===== src/rtl/oriented_box_overlap_hit_unit_macros.svh =====
// ----------------------------------------------------------------------------
// oriented_box_overlap_hit_unit_macros
// Assertion shorthands for the overlap hit unit.
// ----------------------------------------------------------------------------
`ifndef ORIENTED_BOX_OVERLAP_HIT_UNIT_MACROS_SVH
`define ORIENTED_BOX_OVERLAP_HIT_UNIT_MACROS_SVH

// same-cycle implication
`define OBOX_ASSERT_SAME(lbl, ante, cons, msg) \
    lbl: assert property (@(posedge clk) disable iff (!rst_n) (ante) |-> (cons)) \
        else $error(msg);

// next-cycle implication
`define OBOX_ASSERT_NEXT(lbl, ante, cons, msg) \
    lbl: assert property (@(posedge clk) disable iff (!rst_n) (ante) |=> (cons)) \
        else $error(msg);

`endif


===== src/rtl/obox_pkg.sv =====
// ----------------------------------------------------------------------------
// obox_pkg
// Shared constants and types of the oriented box overlap hit unit.
// ----------------------------------------------------------------------------
`timescale 1ns / 1ps

package obox_pkg;

    localparam int COORD_FRAC_BITS = 16;
    localparam int DIR_FRAC_BITS   = 14;

    localparam int IN_DATA_W  = 320;
    localparam int OUT_DATA_W = 64;

    localparam int NUM_W  = 50;
    localparam int DEN_W  = 32;
    localparam int QUOT_W = 32;

    localparam int FIFO_DEPTH = 4;
    localparam int FIFO_AW    = 2;
    localparam int FIFO_CW    = 3;

    // one classified request, ready for the divide
    typedef struct packed {
        logic                    hit;
        logic signed [NUM_W-1:0] num;
        logic [DEN_W-1:0]        den;
        logic [15:0]             nx;
        logic [15:0]             ny;
    } obox_job_t;

    typedef struct packed {
        logic               full;
        logic               empty;
        logic [FIFO_CW-1:0] count;
    } obox_fifo_stat_t;

endpackage


===== src/rtl/obox_fifo.sv =====
// ----------------------------------------------------------------------------
// obox_fifo
// Short request queue between the classifier and the divide pipeline.
// ----------------------------------------------------------------------------
`timescale 1ns / 1ps

module obox_fifo
    import obox_pkg::*;
(
    input  logic            clk,
    input  logic            rst_n,
    input  logic            push_valid,
    output logic            push_ready,
    input  obox_job_t       push_item,
    output logic            pop_valid,
    input  logic            pop_ready,
    output obox_job_t       pop_item,
    output obox_fifo_stat_t stat
);

    obox_job_t          mem_reg [FIFO_DEPTH];
    logic [FIFO_AW-1:0] wr_ptr_reg, rd_ptr_reg;
    logic [FIFO_CW-1:0] count_reg, count_next;
    logic               push, pop;

    assign push_ready = count_reg != FIFO_CW'(FIFO_DEPTH);
    assign pop_valid  = count_reg != '0;
    assign push       = push_valid && push_ready;
    assign pop        = pop_valid && pop_ready;
    assign pop_item   = mem_reg[rd_ptr_reg];

    always_comb
    begin
        count_next = count_reg;
        if (push && !pop)
        begin
            count_next = count_reg + 1'b1;
        end
        else if (pop && !push)
        begin
            count_next = count_reg - 1'b1;
        end
    end

    always_ff @(posedge clk or negedge rst_n)
    begin
        if (!rst_n)
        begin
            wr_ptr_reg <= '0;
            rd_ptr_reg <= '0;
            count_reg  <= '0;
        end
        else
        begin
            if (push)
            begin
                wr_ptr_reg <= wr_ptr_reg + 1'b1;
            end
            if (pop)
            begin
                rd_ptr_reg <= rd_ptr_reg + 1'b1;
            end
            count_reg <= count_next;
        end
    end

    always_ff @(posedge clk)
    begin
        if (push)
        begin
            mem_reg[wr_ptr_reg] <= push_item;
        end
    end

    assign stat.full  = !push_ready;
    assign stat.empty = !pop_valid;
    assign stat.count = count_reg;

endmodule


===== config.mk =====
export PLATFORM = sky130hd
export DESIGN_NAME = obox_fifo
export DESIGN_NICKNAME = d
export VERILOG_FILES = /design/src/rtl/oriented_box_overlap_hit_unit_macros.svh /design/src/rtl/obox_pkg.sv /design/src/rtl/obox_fifo.sv
export SDC_FILE = /design/constraint.sdc
export NUM_CORES = 1
export LEC_CHECK = 0
export BUFFER_PORTS_ARGS = -buffer_cell sky130_fd_sc_hd__buf_2
export CELL_PAD_IN_SITES_DETAIL_PLACEMENT = 0
export CELL_PAD_IN_SITES_GLOBAL_PLACEMENT = 1
export CORE_AREA = 2 2 251 303
export DETAILED_ROUTE_END_ITERATION = 16
export DIE_AREA = 0 0 253 305
export PLACE_DENSITY_LB_ADDON = 0.1
export SLEW_MARGIN = 20
export SYNTH_ARGS = -nofsm -noshare
export SYNTH_HDL_FRONTEND = slang
export SYNTH_SLANG_ARGS = --single-unit

===== constraint.sdc =====
create_clock -name clk -period 6.05 [get_ports clk]
set_input_delay 0.9075 -clock clk [delete_from_list [all_inputs] [get_ports clk]]
set_output_delay 0.9075 -clock clk [all_outputs]
set_load 0.02 [all_outputs]

== Word-level counts from Yosys, hierarchy flattened ==
Memory sizes are Yosys's and may differ from the RTL's.
Index checks and enable logic that the tools add are counted.
Storage, ports and cells
  output and inout port bits: 122
  memory bits (writable): 460
  logic and storage cells: 23
  bits in registers: 7
  input port bits: 119
  memories kept: 1
Operators by class
  equal/unequal tests: 1
  muxes and demuxes: 4
  $add $sub $neg: 4
  reduce and logical (&&, ||, !) cells: 10
Memory list
  mem_reg: words 4, width 115, read ports 1, clocked after Yosys merged registers in 0, wr ports 1, RTL line obox_fifo.sv:21  | obox_job_t mem_reg [FIFO_DEPTH];
Operators with widths (number)
  3-bit 2-to-1 mux: 2
  2-bit by 1-bit adder with 2-bit output (second input constant): 2
  1-bit logical AND: 4
  1-bit logical NOT: 4
  3-bit by 1-bit adder with 3-bit output (second input constant): 1
  3-bit != test (second input constant): 1
  3-bit nonzero test: 1
  3-bit by 1-bit subtractor with 3-bit output (second input constant): 1
  1-bit 2-to-1 mux: 2
  2-bit nonzero test: 1

== Logic depth before layout (Yosys ltp) ==
  depth after elaboration: 6
  mapped depth: 11
  mapped depth without buffers: 10

== Worst setup path after synthesis ==
Ideal clock, no wire load.
  kind: register to register
  start point: register count_reg[0]
  end point: memory mem_reg[0][0] (netlist name) (enable)
  cell stages (with the launch flop): 7
  data required time: 5.563 ns
  library setup time: 0.487 ns
  setup slack: 1.680 ns
  path buffers: 1
  arrival time: 3.882 ns
  path through: dfrtp_1 nor2_1 nand2_1 inv_1 nor2b_1 buf_2 and2_1
Between the ends
  cells in the longest elaborated chain, start to end: 4
Ends and longest elaborated chain
  start, declared: RTL line obox_fifo.sv:23  | logic [FIFO_CW-1:0] count_reg, count_next;
  start signal, assigned: RTL line obox_fifo.sv:63  | count_reg <= count_next;
  3-bit != test: RTL line obox_fifo.sv:26  | assign push_ready = count_reg != FIFO_CW'(FIFO_DEPTH);
  net push_ready: RTL line obox_fifo.sv:13  | output logic push_ready,
  1-bit logical AND: RTL line obox_fifo.sv:28  | assign push = push_valid && push_ready;
  net push: RTL line obox_fifo.sv:24  | logic push, pop;
  1-bit 2-to-1 mux: RTL line obox_fifo.sv:69  | if (push)
  1-bit 2-to-1 mux (implied by the code): RTL line obox_fifo.sv:71  | mem_reg[wr_ptr_reg] <= push_item;
  end, declared: RTL line obox_fifo.sv:21
The timed path passes the listed nets, and every way through them passes these cells.

==> results.py <==
metrics = {
    "sta": {
        "final_min_period_over_clock_period_pct": 61.6,
        "maxSlewHeadroom_pct": 34.4,
        "setup-violations-final": 0,
        "achievable-frequency_mhz": 268,
        "finalHoldViolCount": 0,
        "fin_skew_ns": 0.00851,
        "rsz_0062_raised_after_global_routing": "no",
        "timing.final.crit_period_ns": 3.72,
        "final-max-slew-violation-count": 0,
        "total_negative_slack_for_setup_checks_ns": 0,
        "tightest_pin_transition_ns": 0.985,
    },
    "finish": {
        "final_net_count": 1042,
        "area_delta_synth_final_pct": 23.7,
        "largest_reg_flops": 460,
        "drive_gt1_share_pct": 46.4,
    },
    "clock_tree": {
        "cts.path.max_buffers": 3,
        "h-tree-depth": 2,
        "worst_skew_pair.late_latency_ns": 0.58,
        "cts_stage_hold_buffer_count": 0,
        "cts_resized": 0,
        "cts_root_buf": "sky130_fd_sc_hd__clkbuf_16",
        "tritoncts.num_buffers": 52,
        "postCtsSetupRepairBufs": 0,
        "cts_tree": "done",
        "clk_transition_reported_paths_ns": 0.06,
        "cts_sinks": 467,
    },
    "min_path": {
        "min-delay-path-class": "input port to async pin",
    },
    "detailed_routing": {
        "drt_iter0_drc": 329,
        "totalWireLength_um": 40100,
        "drc_errors": 0,
        "antenna_left": 0,
        "routedWlPerCell_um": 20.9,
        "dr.pass1.iters": 4,
        "via_per_instance_ratio": 3.99,
        "dr_total_vias": 7635,
    },
    "critical_path": {
        "worst-setup-path-type": "register to output port",
        "critPathMaxFanout": 38,
        "timing.rr.start": "count_reg[0]",
        "start_kind": "register",
        "worst_setup_path_end_kind": "output port",
        "reg_to_reg_slack_setup_ns": 3.11,
        "r2r-end": "mem_reg[3][100]",
        "worst_ep_arrival_time_ns": 2.82,
        "ff2ff_path_depth": 6,
        "cp_data_required_time_ns": 5.14,
    },
    "power": {
        "power.net_switching_mw": 3.54,
        "power_density_nw_per_um2": 516,
        "share_clk_of_total_power_pct": 27.3,
        "power_frac_comb_pct": 31.3,
        "p_int_mw": 7.29,
        "ir_drop_uv": 250,
        "sequentialPowerShare_pct": 41.4,
        "cellLeakagePower_nw": 6.97,
        "netSwitchingFraction_pct": 32.7,
        "post-layout-total-power_mw": 10.8,
    },
    "floorplanning": {
        "starting_density_pct": 22.8,
        "design.die.area_um2": 77200,
        "top_level_ports": 241,
        "placementRows": 110,
        "fp.dieW_um": 253,
        "core-area_um2": 74300,
        "fp.dieH_um": 305,
    },
    "job": {
        "cap_viol_max_count": 0,
    },
    "run_status": {
        "outcome": "completed",
    },
    "grt": {
        "grt.overflow.total": 0,
        "antenna_found_initial": 9,
        "global_route_wire_length_before_repair_um": 58600,
        "grt_max_degree": 116,
        "gr_util_all_layers_pct": 10.4,
        "grt_pass1_vias": 8482,
    },
    "synth": {
        "postSynthCellCount": 639,
        "syn_avg_cell_area_um2": 26.6,
        "syn_nets": 764,
        "yosysTopAreaCell": "sky130_fd_sc_hd__edfxtp_1",
        "cell_area_after_synthesis_um2": 17000,
        "synth.lib_cells_used.distinct": 20,
        "synth-seq-area-share_pct": 82.4,
        "synth-seq-cells": 467,
        "synth.top_cells.by_area": "sky130_fd_sc_hd__edfxtp_1 (81%), sky130_fd_sc_hd__mux4_2 (15%), sky130_fd_sc_hd__dfrtp_1 (1.0%), sky130_fd_sc_hd__buf_2 (0.44%), sky130_fd_sc_hd__ha_1 (0.37%)",
        "fraction_of_post_synthesis_cell_area_in_the_top_cell_type_by_area_pct": 81.4,
        "synth_warnings": 0,
    },
    "placed_design": {
        "hpwl_um": 23000,
        "gp_routability_congestion": 0.649,
        "number_of_i_o_port_buffers": 240,
    },
}
-- power groups by stage --
stage                     Sequential (mW)  Clock, mW  Combinational (mW)
after floorplan                      4.52          0                2.32
after global placement               4.62          0                3.52
after detailed placement             4.63          0                3.50
after CTS                            4.56       3.09                3.51
after global routing                 4.55       3.21                3.70
final                                4.49       2.95                3.39
-- critical path, stage by stage, from the launching register on --
cell	delay, ns
sky130_fd_sc_hd__dfrtp_4	0.73
sky130_fd_sc_hd__buf_12	0.30
sky130_fd_sc_hd__buf_12	0.32
sky130_fd_sc_hd__mux4_2	0.60
sky130_fd_sc_hd__buf_2	0.18
-- cell type report --
cell class,count,area (µm²)
flip-flops and latches,467,14000
inverters,5,18.8
clock buffers,66,1380
diodes,1,2.50
fillers,7367,53300
well taps,952,1190
repair buffers,251,1380
clock inverters,31,206
multi-input cells,140,2820
-- cells in the mapped netlist --
cell type / number
sky130_fd_sc_hd__and2_1: 4
sky130_fd_sc_hd__buf_2: 15
sky130_fd_sc_hd__buf_4: 1
sky130_fd_sc_hd__buf_6: 5
sky130_fd_sc_hd__clkbuf_1: 6
sky130_fd_sc_hd__dfrtp_1: 7
sky130_fd_sc_hd__edfxtp_1: 460
sky130_fd_sc_hd__fa_1: 1
sky130_fd_sc_hd__ha_1: 5
sky130_fd_sc_hd__inv_1: 5
sky130_fd_sc_hd__mux2_1: 1
sky130_fd_sc_hd__mux2_2: 1
sky130_fd_sc_hd__mux4_2: 115
sky130_fd_sc_hd__nand2_1: 2
sky130_fd_sc_hd__nand3_1: 1
sky130_fd_sc_hd__nor2_1: 2
sky130_fd_sc_hd__nor2b_1: 1
sky130_fd_sc_hd__or3_1: 1
sky130_fd_sc_hd__xnor2_1: 4
sky130_fd_sc_hd__xor2_1: 2
-- layer usage --
metal  wire [µm]  GRT usage, %  vias up
met1       15900          12.1     4011
met2       20300          18.0      207
met5          86             0        -
met3        2790          3.41       77
met4        1080          3.55       14
li1            -             -     3326
-- cells by family (layout without fill, tap and decap cells) --
kind of cell             after synthesis  after routing  share of synthesized area [%]
XOR/XNOR                               6              6                          0.310
multiplexers                         117            117                           15.4
adder cells (fa/ha/maj)                6              6                          0.487
other                                  0              1                              0
flip-flops                           467            467                           82.4
buffers and inverters                 32            353                           1.06
AND/OR/NAND/NOR                       11             11                          0.339
-- how the worst max path moves through the flow --
stage,startpoint,to,slack [ns],depth (start not counted)
2_1_floorplan,count_reg[0],mem_reg[0][0],1.68,6
3_5_place_dp,push_valid,mem_reg[3][13],2.66,4
5_1_grt,rd_ptr_reg[0],pop_item[20],2.07,4
3_3_place_gp,rd_ptr_reg[0],pop_item[20],2.67,3
6_report,rd_ptr_reg[0],pop_item[79],2.33,4
4_1_cts,rd_ptr_reg[0],pop_item[20],2.01,3
-- through the flow --
| step | setup slack (ns) | hold slack [ns] | util (%) | cell area, µm² | cells |
|---|---|---|---|---|---|
| after floorplan | 1.68 | 0.512 | - | 17000 | 639 |
| after global placement | 2.67 | 0.514 | 26.1 | 19400 | 1814 |
| after detailed placement | 2.66 | 0.515 | 26.1 | 19400 | 1814 |
| after CTS | 2.01 | 0.0985 | 28.2 | 21000 | 1911 |
| after global routing | 2.07 | 0.114 | 28.2 | 21000 | 1913 |
| final | 2.33 | 0.151 | 28.2 | 21000 | 1913 |
-- cells in the final DEF (no fill, tap or decap) --
| cell type | n |
|---|---|
| sky130_fd_sc_hd__edfxtp_1 | 460 |
| sky130_fd_sc_hd__buf_2 | 240 |
| sky130_fd_sc_hd__mux4_2 | 115 |
| sky130_fd_sc_hd__clkbuf_16 | 53 |
| sky130_fd_sc_hd__clkbuf_1 | 13 |
| sky130_fd_sc_hd__clkinv_1 | 12 |
| sky130_fd_sc_hd__clkinv_2 | 12 |
| sky130_fd_sc_hd__buf_12 | 8 |
| sky130_fd_sc_hd__inv_1 | 5 |
| sky130_fd_sc_hd__ha_1 | 5 |
| sky130_fd_sc_hd__dfrtp_1 | 5 |
| sky130_fd_sc_hd__and2_4 | 4 |
| sky130_fd_sc_hd__xnor2_1 | 4 |
| sky130_fd_sc_hd__buf_4 | 3 |
| sky130_fd_sc_hd__nor2_1 | 2 |
| sky130_fd_sc_hd__nand2_1 | 2 |
| sky130_fd_sc_hd__xor2_1 | 2 |
| sky130_fd_sc_hd__inv_6 | 2 |
| sky130_fd_sc_hd__clkinvlp_4 | 2 |
| sky130_fd_sc_hd__bufinv_16 | 2 |
| sky130_fd_sc_hd__dfrtp_4 | 2 |
| sky130_fd_sc_hd__diode_2 | 1 |
| sky130_fd_sc_hd__nor2b_1 | 1 |
| sky130_fd_sc_hd__or3_1 | 1 |
| sky130_fd_sc_hd__mux2_2 | 1 |
| sky130_fd_sc_hd__mux2_1 | 1 |
| sky130_fd_sc_hd__nand3_1 | 1 |
| sky130_fd_sc_hd__fa_1 | 1 |
| sky130_fd_sc_hd__clkinv_4 | 1 |
No activity file was read; power rests on OpenSTA's default activity.
